**src/sv/gif_signature_carver_unit_defines.svh**
```systemverilog
// assertion helpers for the gif signature carver
`ifndef GIF_SIGNATURE_CARVER_UNIT_DEFINES_SVH
`define GIF_SIGNATURE_CARVER_UNIT_DEFINES_SVH

// same-cycle implication, checked outside reset
`define GSC_ASSERT_SAME(label, clk, rst_n, ante, cons) \
    label: assert property (@(posedge clk) disable iff (!(rst_n)) (ante) |-> (cons)) \
        else $error("gsc check failed: same-cycle implication");

// next-cycle implication, checked outside reset
`define GSC_ASSERT_NEXT(label, clk, rst_n, ante, cons) \
    label: assert property (@(posedge clk) disable iff (!(rst_n)) (ante) |=> (cons)) \
        else $error("gsc check failed: next-cycle implication");

`endif

```
**src/sv/gsc_pkg.sv**
```systemverilog
package gsc_pkg;

    localparam int HIST_DEPTH = 5;
    localparam int RUN_DEPTH  = 6;
    localparam int COUNT_W    = 20;
    localparam int FNUM_W     = 16;

    localparam logic [7:0] BYTE_NUL     = 8'h00;
    localparam logic [7:0] BYTE_TRAILER = 8'h3B;
    localparam logic [7:0] BYTE_LOW_A   = 8'h61;

    localparam logic [COUNT_W-1:0] MAX_SIZE_RESET = 20'd4000;
    localparam logic [COUNT_W-1:0] HEADER_LEN     = 20'd6;
    localparam logic [FNUM_W-1:0]  FIRST_FILE     = 16'd1;

    // expected history bytes, index 0 is the newest ("7" / "9", "8", "F", "I", "G")
    localparam logic [7:0] SIG_MAIN [HIST_DEPTH] = '{8'h37, 8'h38, 8'h46, 8'h49, 8'h47};
    localparam logic [7:0] SIG_ALT  [HIST_DEPTH] = '{8'h39, 8'h38, 8'h46, 8'h49, 8'h47};

    typedef struct packed {
        logic       valid;
        logic [7:0] data;
        logic       file_end;
        logic       forced_end;
        logic       last;
    } t_slot;

endpackage

```
**src/sv/gsc_hist_cell.sv**
```systemverilog
module gsc_hist_cell (
    input  logic       i_clk,
    input  logic       i_rst_n,
    input  logic       i_clear,
    input  logic       i_shift,
    input  logic [7:0] i_din,
    input  logic [7:0] i_sig,
    input  logic [7:0] i_alt,
    output logic [7:0] o_dout,
    output logic       o_match
);

    logic [7:0] r_byte;

    always_ff @(posedge i_clk) begin
        if (!i_rst_n) begin
            r_byte <= '0;
        end else if (i_clear) begin
            r_byte <= '0;
        end else if (i_shift) begin
            r_byte <= i_din;
        end
    end

    assign o_dout  = r_byte;
    assign o_match = (r_byte == i_sig) || (r_byte == i_alt);

endmodule

```
**src/sv/gsc_run_cell.sv**
```systemverilog
module gsc_run_cell (
    input  logic           i_clk,
    input  logic           i_rst_n,
    input  logic           i_load,
    input  gsc_pkg::t_slot i_load_slot,
    input  logic           i_shift,
    input  gsc_pkg::t_slot i_next_slot,
    output gsc_pkg::t_slot o_slot
);

    gsc_pkg::t_slot r_slot;

    always_ff @(posedge i_clk) begin
        if (!i_rst_n) begin
            r_slot.valid <= 1'b0;
        end else if (i_load) begin
            r_slot <= i_load_slot;
        end else if (i_shift) begin
            r_slot <= i_next_slot;
        end
    end

    assign o_slot = r_slot;

endmodule

```
**src/sv/gif_signature_carver_unit.sv**
```systemverilog
// gif signature carver: scans a raw byte stream for GIF87a / GIF89a headers
// and passes the bytes of each carved file out, tagged with its file number.
// input request: i_valid, i_data_byte, i_end_of_stream, taken when o_stall is low.
// output request: o_valid and the result fields, taken when i_stall is low.
// config: i_cfg_valid / o_cfg_ready write max_size, always ready; write it
// only while no results are pending.
// each accepted byte yields 0, 1, 3 or 6 results; they are loaded into a row of
// six run cells and shift out one per cycle while i_stall is low, the first in
// the cycle after accept. a byte giving one result can follow every cycle that
// i_stall is low; a byte giving several results holds the input until they drain,
// since the run cells drain at one result per output cycle. the next byte is
// taken in the cycle the last result of the current run leaves.
// a five-cell history chain shifts in each byte and compares against the header.
// reset (synchronous, active low) empties the run cells, clears history,
// stops carving, sets max_size to 4000 and the next file number to 1.
// while i_stall is high the output holds and the input stalls once a run is
// waiting, so nothing is dropped.
`include "gif_signature_carver_unit_defines.svh"

module gif_signature_carver_unit (
    input  logic        i_clk,
    input  logic        i_rst_n,
    input  logic        i_valid,
    output logic        o_stall,
    input  logic [7:0]  i_data_byte,
    input  logic        i_end_of_stream,
    output logic        o_valid,
    input  logic        i_stall,
    output logic [7:0]  o_out_byte,
    output logic [15:0] o_file_number,
    output logic        o_file_end,
    output logic        o_forced_end,
    output logic        o_last_of_run,
    input  logic        i_cfg_valid,
    output logic        o_cfg_ready,
    input  logic [19:0] i_cfg_max_size
);

    localparam int HD = gsc_pkg::HIST_DEPTH;
    localparam int RD = gsc_pkg::RUN_DEPTH;

    logic [gsc_pkg::COUNT_W-1:0] r_max_size;
    logic [gsc_pkg::COUNT_W-1:0] r_byte_count, n_byte_count;
    logic [gsc_pkg::FNUM_W-1:0]  r_file_counter, n_file_counter;
    logic [gsc_pkg::FNUM_W-1:0]  r_file_number, n_file_number;
    logic                        r_carving, n_carving;

    logic       w_in_acc, w_out_acc;
    logic       w_hist_clear, w_hist_shift;
    logic [7:0] w_hist [HD];
    logic [HD-1:0] w_hist_match;
    logic       w_header;
    logic       w_trailer;
    logic       w_force;
    logic [gsc_pkg::COUNT_W-1:0] w_count_inc;

    gsc_pkg::t_slot w_load [RD];
    gsc_pkg::t_slot w_slot [RD];
    gsc_pkg::t_slot w_next [RD];

    assign o_cfg_ready = 1'b1;

    assign w_out_acc = o_valid && !i_stall;
    assign o_stall   = w_slot[0].valid && !(w_slot[0].last && !i_stall);
    assign w_in_acc  = i_valid && !o_stall;

    // history chain, cell 0 holds the newest byte
    for (genvar k = 0; k < HD; k++) begin : g_hist
        gsc_hist_cell u_cell (
            .i_clk   (i_clk),
            .i_rst_n (i_rst_n),
            .i_clear (w_hist_clear),
            .i_shift (w_hist_shift),
            .i_din   ((k == 0) ? i_data_byte : w_hist[(k == 0) ? 0 : k - 1]),
            .i_sig   (gsc_pkg::SIG_MAIN[k]),
            .i_alt   (gsc_pkg::SIG_ALT[k]),
            .o_dout  (w_hist[k]),
            .o_match (w_hist_match[k])
        );
    end

    // run cells, cell 0 drives the output
    for (genvar k = 0; k < RD; k++) begin : g_run
        if (k == RD - 1) begin : g_tail
            assign w_next[k] = '0;
        end else begin : g_body
            assign w_next[k] = w_slot[k + 1];
        end
        gsc_run_cell u_cell (
            .i_clk       (i_clk),
            .i_rst_n     (i_rst_n),
            .i_load      (w_in_acc),
            .i_load_slot (w_load[k]),
            .i_shift     (w_out_acc),
            .i_next_slot (w_next[k]),
            .o_slot      (w_slot[k])
        );
    end

    assign w_header  = (&w_hist_match) && (i_data_byte == gsc_pkg::BYTE_LOW_A);
    assign w_trailer = (w_hist[0] == gsc_pkg::BYTE_NUL)
                    && (i_data_byte == gsc_pkg::BYTE_TRAILER);
    assign w_count_inc = (&r_byte_count) ? r_byte_count
                                          : r_byte_count + {{(gsc_pkg::COUNT_W-1){1'b0}}, 1'b1};
    assign w_force = (w_count_inc > r_max_size) || i_end_of_stream;

    always_comb begin
        for (int k = 0; k < RD; k++) begin
            w_load[k] = '0;
        end
        w_hist_clear   = 1'b0;
        w_hist_shift   = 1'b0;
        n_carving      = r_carving;
        n_byte_count   = r_byte_count;
        n_file_counter = r_file_counter;
        n_file_number  = r_file_number;

        if (w_in_acc) begin
            if (!r_carving) begin
                if (w_header) begin
                    for (int k = 0; k < RD - 1; k++) begin
                        w_load[k].valid = 1'b1;
                        w_load[k].data  = w_hist[HD - 1 - k];
                    end
                    w_load[RD-1].valid      = 1'b1;
                    w_load[RD-1].data       = i_data_byte;
                    w_load[RD-1].last       = 1'b1;
                    w_load[RD-1].file_end   = i_end_of_stream;
                    w_load[RD-1].forced_end = i_end_of_stream;
                    n_file_number  = r_file_counter;
                    n_file_counter = r_file_counter + {{(gsc_pkg::FNUM_W-1){1'b0}}, 1'b1};
                    if (i_end_of_stream) begin
                        w_hist_clear = 1'b1;
                    end else begin
                        w_hist_shift = 1'b1;
                        n_carving    = 1'b1;
                        n_byte_count = gsc_pkg::HEADER_LEN;
                    end
                end else if (i_end_of_stream) begin
                    w_hist_clear = 1'b1;
                end else begin
                    w_hist_shift = 1'b1;
                end
            end else begin
                w_load[0].valid = 1'b1;
                w_load[0].data  = i_data_byte;
                if (w_trailer) begin
                    w_load[0].last     = 1'b1;
                    w_load[0].file_end = 1'b1;
                    w_hist_clear = 1'b1;
                    n_carving    = 1'b0;
                    n_byte_count = '0;
                end else if (w_force) begin
                    w_load[1].valid      = 1'b1;
                    w_load[1].data       = gsc_pkg::BYTE_NUL;
                    w_load[2].valid      = 1'b1;
                    w_load[2].data       = gsc_pkg::BYTE_TRAILER;
                    w_load[2].last       = 1'b1;
                    w_load[2].file_end   = 1'b1;
                    w_load[2].forced_end = 1'b1;
                    w_hist_clear = 1'b1;
                    n_carving    = 1'b0;
                    n_byte_count = '0;
                end else begin
                    w_load[0].last = 1'b1;
                    w_hist_shift = 1'b1;
                    n_byte_count = w_count_inc;
                end
            end
        end
    end

    always_ff @(posedge i_clk) begin
        if (!i_rst_n) begin
            r_max_size     <= gsc_pkg::MAX_SIZE_RESET;
            r_carving      <= 1'b0;
            r_byte_count   <= '0;
            r_file_counter <= gsc_pkg::FIRST_FILE;
        end else begin
            if (i_cfg_valid && o_cfg_ready) begin
                r_max_size <= i_cfg_max_size;
            end
            r_carving      <= n_carving;
            r_byte_count   <= n_byte_count;
            r_file_counter <= n_file_counter;
        end
    end

    // file number of the run in the cells; during carving it is the last one issued
    always_ff @(posedge i_clk) begin
        r_file_number <= n_file_number;
    end

    assign o_valid       = w_slot[0].valid;
    assign o_out_byte    = w_slot[0].data;
    assign o_file_number = r_file_number;
    assign o_file_end    = w_slot[0].file_end;
    assign o_forced_end  = w_slot[0].forced_end;
    assign o_last_of_run = w_slot[0].last;

    `GSC_ASSERT_SAME(a_last_alone, i_clk, i_rst_n, o_valid && o_last_of_run, !w_slot[1].valid)
    `GSC_ASSERT_NEXT(a_carve_emits, i_clk, i_rst_n, w_in_acc && r_carving, o_valid)
    `GSC_ASSERT_SAME(a_count_state, i_clk, i_rst_n, 1'b1,
        (r_carving && (r_byte_count >= gsc_pkg::HEADER_LEN))
        || (!r_carving && (r_byte_count == '0)))

endmodule

```
**config.mk**
```make
export PLATFORM = sky130hd
export DESIGN_NAME = gif_signature_carver_unit
export DESIGN_NICKNAME = d
export VERILOG_FILES = /design/src/sv/gsc_pkg.sv /design/src/sv/gsc_hist_cell.sv /design/src/sv/gsc_run_cell.sv /design/src/sv/gif_signature_carver_unit.sv
export VERILOG_INCLUDE_DIRS = /design/src /design/src/sv
export SDC_FILE = /design/constraint.sdc
export NUM_CORES = 1
export LEC_CHECK = 0
export ABC_AREA = 1
export BUFFER_PORTS_ARGS = -buffer_cell sky130_fd_sc_hd__buf_2
export CAP_MARGIN = 20
export CORE_MARGIN = 3
export CORE_UTILIZATION = 54
export CTS_CLUSTER_SIZE = 24
export DETAILED_ROUTE_END_ITERATION = 8
export GPL_TIMING_DRIVEN = 1
export PLACE_DENSITY = 0.76
export SLEW_MARGIN = 0
export SYNTH_ARGS = -nofsm -noshare
export SYNTH_HDL_FRONTEND = slang
export SYNTH_SLANG_ARGS = --single-unit
```
**constraint.sdc**
```tcl
create_clock -name i_clk -period 4.3 [get_ports i_clk]
set_input_delay 0.86 -clock i_clk [delete_from_list [all_inputs] [get_ports i_clk]]
set_output_delay 0.86 -clock i_clk [all_outputs]
set_load 0.005 [all_outputs]
```
==> flow_metrics.tcl, run 1 <==
set metrics [dict create \
    outcome "complete, no violations" \
    crit_required_ns 4.60 \
    start_kind "flip-flop" \
    die_w_um 131 \
    r2r_cells 22 \
    setup_ws_ns 0.454 \
    grt_use_total 0.215 \
    synth_top_area_share 0.272 \
    cts_setup_buffers 0 \
    period_share 0.894 \
    htreeDepth 4 \
    coreArea_um2 15300 \
    crit_top_cell "nand2_1" \
    whs_ns 0.457 \
    avgSynthCellArea_um2 8.31 \
    cts_sinks 180 \
    crit_arrival_ns 4.14 \
    drcViolationCount 0 \
    slowest_stage "dfxtp_1" \
    area.growth.synth_to_final_pct 12.0 \
    worstMarginPinSlew_ns 0.798 \
    synth_fa_ha_area_frac 0.0324 \
    cts_tree "done" \
    swShare 0.231 \
    pre_cts_slack_ns 0.497 \
    initial_core_util 0.554 \
    drv_slew 0 \
    p_int_mw 2.76 \
    max-cap-violations 0 \
    dr.pass1.iters 5 \
    hold_buffers 0 \
    grt_overflow 0 \
    synth_top_family_by_area "simple AND/OR/NAND/NOR gates" \
    fmax_mhz 260 \
    diodes 0 \
    syn-instance-count 1021 \
    die_h_um 131 \
    tns_ns 0 \
    synth.area.top_cells "edfxtp_1 27%, dfxtp_1 24%, nand2_1 10%" \
    power_frac_clock 0.421 \
    min_from "r_file_counter[2]$_SDFFE_PN0P_" \
    syn_area_um2 8490 \
    cts_resized 0 \
    rr_startpoint "r_byte_count[0]$_SDFFE_PN0P_" \
    place_inst 1265 \
    ys_warn_count 0 \
    slew_headroom 0.467 \
    detail_route.vias_per_cell 5.31 \
    layout-drive-gt1-share 0.123 \
    antenna_found_initial 0 \
    muxShareOfSynthArea 0 \
    num_io_pins 64 \
    reg2reg_to "g_hist[1].u_cell.o_dout[4]$_SDFFE_PP0P_" \
    synth-simple-area-share 0.249 \
    end_kind "flip-flop" \
    path_clk_slew_ns 0.06 \
    p_leak_nw 3.96 \
    worstPathCellList "ha_1 > inv_1 > nor3_2 > nand2_1 > nor2_1 > nand2_2 > clkinv_2 > a21oi_1 > inv_1 > ha_1 > nand2_1 > inv_1 > nand2_1 > nand2_1 > a21oi_1 > nand3_1 > nand2_2 > nand3_4 > nand2_4 > nand2_2 > nand2_1 > a21oi_1" \
    wl_per_cell_um 14.1 \
    endpoint "g_hist[1].u_cell.o_dout[4]$_SDFFE_PP0P_" \
    cp.depth 22 \
    antenna_left 0 \
    worstSkewPairLatency_ns 0.43 \
    fin_worst_skew_ns 0.00954 \
    power.density_nw_per_um2 378 \
    ys_seq_area_frac 0.515 \
    final.min_clock_period_ns 3.85 \
    hold_path_class "reg -> reg" \
    synth_xor_area_frac 0.0237 \
    gp_congestion 0.903 \
    hold_viol_final 0 \
    p_comb_frac 0.061 \
    grt_pass1_vias 6439 \
    clock_path_buffers 2 \
    grt_pass1_wl_mm 30.6 \
    grt_start_max_net_pins 42 \
    dp_hpwl_mm 12.2 \
    seqPwrFrac 0.518 \
    crit_family "simple AND/OR/NAND/NOR gates" \
    ys_types 40 \
    wl_mm 18.3 \
    crit_start "r_byte_count[0]$_SDFFE_PN0P_" \
    die_area_um2 17300 \
    rows 45 \
    setup_viol 0 \
    crit_fanout 40 \
    drt-initial-drc-count 706 \
    switchingPower_mw 0.828 \
    slowest_delay_ns 0.42 \
    cts_buffers 17 \
    synth-compound-area-share 0.0972 \
    reg2reg_slack_ns 0.45 \
    criticalPathCategory "reg -> reg" \
    portBuffers 62 \
    final_cells 1297 \
    vias 6893 \
    ys_seq_elements 180 \
    finalNetCount 1129 \
    peakVddDrop_mv 0.332 \
    path_buf_inv 4 \
    cts_root_buffer "clkbuf_16" \
    synth_top_cell_by_area "edfxtp_1" \
    rsz0062_at_grt "false" \
]
-- logic make-up (layout without fill, tap and decap cells) --
kind of cell               Yosys count  after routing
adders and majority gates           22             22
xor gates and xnor gates            23             23
AOI/OAI and AO/OA                  159            159
DFF                                180            180
and+or+nand+nor                    467            467
buffers and inverters              168            229
other                                2              6
-- synth_stat cells --
cell and instances:
a211oi_1 1, buf_4 10, clkbuf_1 21, clkinv_1 2
conb_1 2, o21ai_0 32, buf_6 1, nor3_2 1
o21a_1 2, nor2_1 76, xor2_1 13, nand3b_1 3
nand2_4 1, inv_2 8, xnor2_1 10, nor2_2 2
nor2_8 2, nor4_1 7, nand3_1 79, nor3_1 21
a21oi_1 115, dfxtp_1 103, nand2_2 13, nor3_4 1
nand3_4 1, o21ai_1 1, nand2_1 225, or2_2 2
a21o_1 2, nand4_1 32, o22ai_1 1, o221ai_1 1
a22o_1 1, buf_2 12, o211ai_1 3, inv_1 113
clkinv_2 1, nor4_2 1, ha_1 22, edfxtp_1 77
-- metal layers --
layer | part of all wire | up-vias | global-route usage
li1 | - | 3494 | -
met1 | 0.45 | 3209 | 0.285
met2 | 0.48 | 169 | 0.353
met3 | 0.047 | 21 | 0.0436
met4 | 0.016 | 0 | 0.0718
met5 | 0 | - | 0
-- sequential cells by signal, indices dropped and copies added (netlist names) --
| signal | count |
|---|---|
| g_hist.u_cell.o_dout | 40 |
| r_file_counter | 16 |
| o_file_number | 16 |
| g_run.u_cell.o_slot | 67 |
| r_byte_count | 20 |
| r_max_size | 20 |
| r_carving | 1 |
-- final cells by class --
cell class,count,area [um^2]
clock buffer,20,437
multi-input combinational,677,3440
inverter,124,467
sequential,180,4370
timing repair buffer,73,393
clock inverter,12,129
fill,1325,5810
tap,211,264
-- how the worst min path moves through the flow --
stage / to / cells after the start / slack (ns)
2_1_floorplan: o_file_number[2]$_DFFE_PP_ / 0 / 0.43
3_3_place_gp: o_file_number[2]$_DFFE_PP_ / 0 / 0.44
3_5_place_dp: o_file_number[2]$_DFFE_PP_ / 0 / 0.44
4_1_cts: o_file_number[2]$_DFFE_PP_ / 0 / 0.46
5_1_grt: o_file_number[2]$_DFFE_PP_ / 0 / 0.48
6_report: o_file_number[2]$_DFFE_PP_ / 0 / 0.46
-- worst reg2reg max path, stage by stage (launching register included) --
cell and delay [ns]:
dfxtp_1 0.42, ha_1 0.27, inv_1 0.09, nor3_2 0.21
nand2_1 0.15, nor2_1 0.15, nand2_2 0.24, clkinv_2 0.20
a21oi_1 0.08, inv_1 0.07, ha_1 0.24, nand2_1 0.11
inv_1 0.05, nand2_1 0.06, nand2_1 0.05, a21oi_1 0.20
nand3_1 0.12, nand2_2 0.11, nand3_4 0.10, nand2_4 0.08
nand2_2 0.42, nand2_1 0.22, a21oi_1 0.09
-- stage by stage --
stage | utilization | cell area (um^2) | power [mW]
2_1_floorplan | - | 8500 | 2.05
3_3_place_gp | 0.584 | 8940 | 2.11
3_5_place_dp | 0.584 | 8940 | 2.11
4_1_cts | 0.621 | 9510 | 3.61
5_1_grt | 0.621 | 9510 | 3.71
6_report | 0.621 | 9510 | 3.59
-- power groups by stage --
stage,registers [mW],logic [mW],clock network (mW)
after detailed placement,1.90,0.218,0
final,1.86,0.219,1.51
after global routing,1.86,0.248,1.60
after global placement,1.89,0.214,0
after CTS,1.86,0.219,1.54
after floorplan,1.89,0.153,0
-- layout by cell type, fill, tap and decap left out, drive strengths merged, types with 22 or more instances in the layout --
| cell type | instances |
|---|---|
| nor3 | 23 |
| o21ai | 33 |
| a21oi | 115 |
| dfxtp | 103 |
| ha | 22 |
| nand2 | 239 |
| nand4 | 32 |
| nand3 | 80 |
| nor2 | 80 |
| buf | 73 |
| edfxtp | 77 |
| inv | 125 |
(Power assumes the default switching activity.)
==> run 2, diff against run 1 <==
PLACE_DENSITY = 0.77   (was 0.76)
==> flow_metrics.tcl, run 2 (synthesized netlist as in run 1, its figures left out) <==
set metrics [dict create \
    portBuffers 62 \
    slowest_delay_ns 0.53 \
    min_from "r_file_counter[2]$_SDFFE_PN0P_" \
    path_clk_slew_ns 0.07 \
    crit_top_cell "nand2_1" \
    grt_overflow 0 \
    layout-drive-gt1-share 0.124 \
    area.growth.synth_to_final_pct 12.5 \
    slowest_stage "nand2_2" \
    drv_slew 0 \
    antenna_found_initial 0 \
    crit_required_ns 4.65 \
    cts_buffers 17 \
    hold_path_end "o_file_number[2]$_DFFE_PP_" \
    gp_congestion 0.926 \
    p_leak_nw 3.97 \
    die_w_um 131 \
    crit_fanout 40 \
    reg2reg_to "g_hist[3].u_cell.o_dout[5]$_SDFFE_PP0P_" \
    multi_input_area_um2 3440 \
    fin_util 0.623 \
    rows 45 \
    finalNetCount 1127 \
    die_area_um2 17300 \
    wl_per_cell_um 14.0 \
    clock_path_buffers 2 \
    reg2reg_slack_ns 0.50 \
    worstSkewPairLatency_ns 0.43 \
    drcViolationCount 0 \
    num_io_pins 64 \
    dr.pass1.iters 5 \
    tns_ns 0 \
    antenna_left 0 \
    drt-initial-drc-count 637 \
    hold_viol_final 0 \
    criticalPathCategory "reg -> reg" \
    fin_worst_skew_ns 0.0117 \
    period_share 0.884 \
    power.density_nw_per_um2 386 \
    cts_root_buffer "clkbuf_16" \
    register_area_um2 4370 \
    max-cap-violations 0 \
    whs_path_depth 0 \
    die_h_um 131 \
    diodes 0 \
    setup_viol 0 \
    hold_path_class "reg -> reg" \
    worstPathCellList "ha_1 > inv_1 > nor3_2 > nand2_1 > nor2_1 > nand2_2 > clkinv_2 > a21oi_1 > inv_1 > ha_1 > nand2_1 > nor2_2 > nand2_1 > nor2_2 > nand2_1 > nand3_1 > nand2_2 > nand3_4 > nand2_4 > nand2_2 > nand2_1 > a21oi_1" \
    grt_pass1_vias 6414 \
    fillers 1363 \
    start_kind "flip-flop" \
    wl_mm 18.2 \
    detail_route.vias_per_cell 5.29 \
    final_cell_mix "225 x nand2_1, 115 x a21oi_1, 113 x inv_1" \
    mostFrequentLayoutCell "nand2_1" \
    grt_pass1_wl_mm 30.7 \
    vias 6853 \
    coreArea_um2 15300 \
    cts_resized 0 \
    grt_use_total 0.216 \
    fmax_mhz 263 \
    dp_hpwl_mm 12.2 \
    peakVddDrop_mv 0.353 \
    crit_arrival_ns 4.15 \
    worstMarginPinSlew_ns 0.794 \
    outcome "complete, no violations" \
    grt_start_max_net_pins 64 \
    r2r_cells 22 \
    rr_startpoint "r_byte_count[0]$_SDFFE_PN0P_" \
    slew_headroom 0.471 \
    hold_buffers 0 \
    initial_core_util 0.554 \
    cts_tree "done" \
    cts_setup_buffers 0 \
    final.min_clock_period_ns 3.80 \
    end_kind "flip-flop" \
    cts_sinks 180 \
    largest_reg_flops 67 \
    htreeDepth 4 \
    rsz0062_at_grt "false" \
]
## run 2: changes by cell type in the layout (fill, tap and decap cells not counted)
cell / delta
clkinv_1: -1
inv_6: -1
inv_8: +2
clkinv_2: -2
clkbuf_1: -1
buf_12: +1
bufinv_16: +1
clkinvlp_4: +2
buf_4: -3
## run 2: how the worst max path moves through the flow
| stage | end | depth (start not counted) | start | slack (ns) |
|---|---|---|---|---|
| floorplan | g_run[0].u_cell.o_slot[0]$_DFFE_PP_ | 7 | i_stall | 0.91 |
| global placement | g_hist[3].u_cell.o_dout[3]$_SDFFE_PP0P_ | 22 | r_byte_count[0]$_SDFFE_PN0P_ | 0.67 |
| detailed placement | g_hist[4].u_cell.o_dout[2]$_SDFFE_PP0P_ | 22 | r_byte_count[0]$_SDFFE_PN0P_ | 0.53 |
| CTS | g_hist[4].u_cell.o_dout[2]$_SDFFE_PP0P_ | 22 | r_byte_count[0]$_SDFFE_PN0P_ | 0.51 |
| global route | g_hist[3].u_cell.o_dout[5]$_SDFFE_PP0P_ | 22 | r_byte_count[0]$_SDFFE_PN0P_ | 0.07 |
| finish | g_hist[3].u_cell.o_dout[5]$_SDFFE_PP0P_ | 22 | r_byte_count[0]$_SDFFE_PN0P_ | 0.50 |
## run 2: final cells by class
type                    count  area share
repair buffers             71      0.0409
well taps                 211      0.0277
clock buffers              19      0.0454
flip-flops and latches    180       0.458
clock inverters            13      0.0182
multi-input cells         677       0.361
inverters                 124      0.0489
## run 2: per-stage QoR
stage / setup WS [ns] / hold WS (ns) / instance area, um^2 / power (mW) / cells
after CTS: 0.508 / 0.465 / 9540 / 3.71 / 1295
after detailed placement: 0.534 / 0.449 / 8940 / 2.11 / 1263
after global routing: 0.0734 / 0.478 / 9540 / 3.80 / 1295
after floorplan: 0.911 / 0.430 / 8500 / 2.05 / 1025
final: 0.497 / 0.466 / 9540 / 3.68 / 1295
after global placement: 0.673 / 0.444 / 8940 / 2.11 / 1263
## run 2: per-layer routing
layer	GRT usage	routed length [um]	up-vias
met1	0.287	8180	3151
met2	0.352	8710	186
met5	0	0	-
met4	0.0764	356	0
met3	0.0452	912	30
li1	-	-	3486
## run 2: report_power, final
| group | leakage (nW) | total [mW] | internal (mW) | switching, mW |
|---|---|---|---|---|
| registers | 1.60 | 1.86 | 1.84 | 0.0195 |
| clock network | 0.286 | 1.61 | 0.927 | 0.680 |
| logic | 2.09 | 0.218 | 0.0652 | 0.153 |
| total | 3.97 | 3.68 | 2.83 | 0.852 |
## run 2: critical path, delay by kind of cell (launching register included)
| kind | cells | cell delay [ns] |
|---|---|---|
| and+or+nand+nor | 15 | 2.01 |
| adders and majority gates | 2 | 0.56 |
| AOI/OAI and AO/OA | 2 | 0.39 |
| buffers and inverters | 3 | 0.37 |
| DFF | 1 | 0.36 |
==> run 3, diff against run 2 <==
==> constraint.sdc (replaced) <==
create_clock -name i_clk -period 4.3 [get_ports i_clk]
set_input_delay 0.645 -clock i_clk [delete_from_list [all_inputs] [get_ports i_clk]]
set_output_delay 0.645 -clock i_clk [all_outputs]
set_load 0.005 [all_outputs]
==> flow_metrics.tcl, run 3 (synthesized netlist as in run 1, its figures left out) <==
set metrics [dict create \
    switchingPower_mw 0.839 \
    worstPathCellList "ha_1 > inv_1 > nor3_2 > nand2_1 > nor2_1 > nand2_2 > clkinv_2 > a21oi_1 > inv_1 > ha_1 > nand2_1 > nor2_1 > nand2_1 > nor2_2 > nand2_1 > nand3_1 > nand2_2 > nand3_4 > nand2_4 > nand2_2 > nand2_1 > a21oi_1" \
    crit_arrival_ns 4.16 \
    hold_buffers 0 \
    dpl_cell_area_um2 8930 \
    die_h_um 131 \
    hold_path_class "in -> reg" \
    p_comb_frac 0.061 \
    cts_sinks 180 \
    cts_setup_buffers 0 \
    final_cell_mix "225 x nand2_1, 115 x a21oi_1, 113 x inv_1" \
    drt-initial-drc-count 735 \
    setup_viol 0 \
    path_clk_slew_ns 0.07 \
    worstSkewPairLatency_ns 0.43 \
    crit_family "simple AND/OR/NAND/NOR gates" \
    p_leak_nw 3.95 \
    cts_resized 0 \
    finalNetCount 1128 \
    drcViolationCount 0 \
    largest_reg_flops 67 \
    power.density_nw_per_um2 373 \
    cts_root_buffer "clkbuf_16" \
    tns_ns 0 \
    dp_hpwl_mm 12.7 \
    grt_pass1_vias 6572 \
    slowest_stage "nand2_2" \
    gp_congestion 0.927 \
    fin_worst_skew_ns 0.00878 \
    wl_mm 18.7 \
    use_met2 0.359 \
    rows 45 \
    power_frac_clock 0.414 \
    htreeDepth 4 \
    hold_viol_final 0 \
    cts_buffers 17 \
    worstMarginPinSlew_ns 0.798 \
    rsz0062_at_grt "false" \
    slew_headroom 0.468 \
    antenna_left 0 \
    fin_util 0.620 \
    grt_start_max_net_pins 52 \
    pre_cts_slack_ns 0.533 \
    layout-drive-gt1-share 0.125 \
    grt_overflow 0 \
    fmax_mhz 263 \
    path_buf_inv 3 \
    slowest_delay_ns 0.54 \
    coreArea_um2 15300 \
    initial_core_util 0.554 \
    mostFrequentLayoutCell "nand2_1" \
    grt_busiest_layer "met2" \
    place_inst 1264 \
    dr.pass1.iters 5 \
    final.min_clock_period_ns 3.81 \
    grt_pass1_wl_mm 31.8 \
    setup_ws_ns 0.491 \
    period_share 0.886 \
    criticalPathCategory "reg -> reg" \
    stdcell_area_um2 9490 \
    swShare 0.237 \
    portBuffers 62 \
    final_cells 1296 \
    clock_path_buffers 2 \
    crit_required_ns 4.65 \
    die_area_um2 17300 \
    max-cap-violations 0 \
    crit_top_cell "nand2_1" \
    seqPwrFrac 0.524 \
    p_int_mw 2.70 \
    detail_route.vias_per_cell 5.34 \
    end_kind "flip-flop" \
    r2r_cells 22 \
    drv_slew 0 \
    cts_tree "done" \
    grt_use_total 0.221 \
    die_w_um 131 \
    peakVddDrop_mv 0.404 \
    wl_per_cell_um 14.4 \
    use_met1 0.307 \
    diodes 0 \
    antenna_found_initial 0 \
    area.growth.synth_to_final_pct 11.9 \
    start_kind "flip-flop" \
    outcome "complete, no violations" \
    cp.depth 22 \
    num_io_pins 64 \
    whs_path_depth 3 \
    crit_fanout 40 \
    vias 6923 \
    met3_usage 0.0387 \
]
==> run 3: final timing paths <==
path	slack, ns	endpoint	startpoint
max	0.49	g_hist[2].u_cell.o_dout[1]$_SDFFE_PP0P_	r_byte_count[0]$_SDFFE_PN0P_
min	0.44	r_max_size[5]$_SDFFE_PN1P_	i_cfg_max_size[5]
max reg2reg	0.49	g_hist[2].u_cell.o_dout[1]$_SDFFE_PP0P_	r_byte_count[0]$_SDFFE_PN0P_
min reg2reg	0.46	o_file_number[2]$_DFFE_PP_	r_file_counter[2]$_SDFFE_PN0P_
==> run 3: stage by stage <==
step,total power [mW],hold WS [ns]
4_1_cts,3.56,0.421
2_1_floorplan,2.05,0.430
6_report,3.54,0.435
3_5_place_dp,2.11,0.445
3_3_place_gp,2.11,0.443
5_1_grt,3.66,0.451
==> run 3: layout make-up <==
type	count	area [um^2]
Sequential cell	180	4370
Timing Repair Buffer	72	385
Fill cell	1405	5820
Inverter	124	467
Clock buffer	17	425
Multi-Input combinational cell	677	3440
Clock inverter	15	136
Tap cell	211	264
==> run 3: power groups by stage <==
stage	logic [mW]	registers (mW)	clock network (mW)
finish	0.217	1.86	1.47
global route	0.246	1.86	1.55
CTS	0.218	1.86	1.49
detailed placement	0.217	1.90	0
global placement	0.212	1.89	0
floorplan	0.152	1.89	0
==> run 3: per-layer routing <==
layer,wire length [um],vias up
li1,-,3492
met1,8640,3233
met2,8840,177
met3,889,21
met4,296,0
met5,0,-
==> run 3: tightest hold or removal path, delay by kind of cell <==
family,cells,cell delay [ns]
buf+inv,1,0.08
compound gates,2,0.11
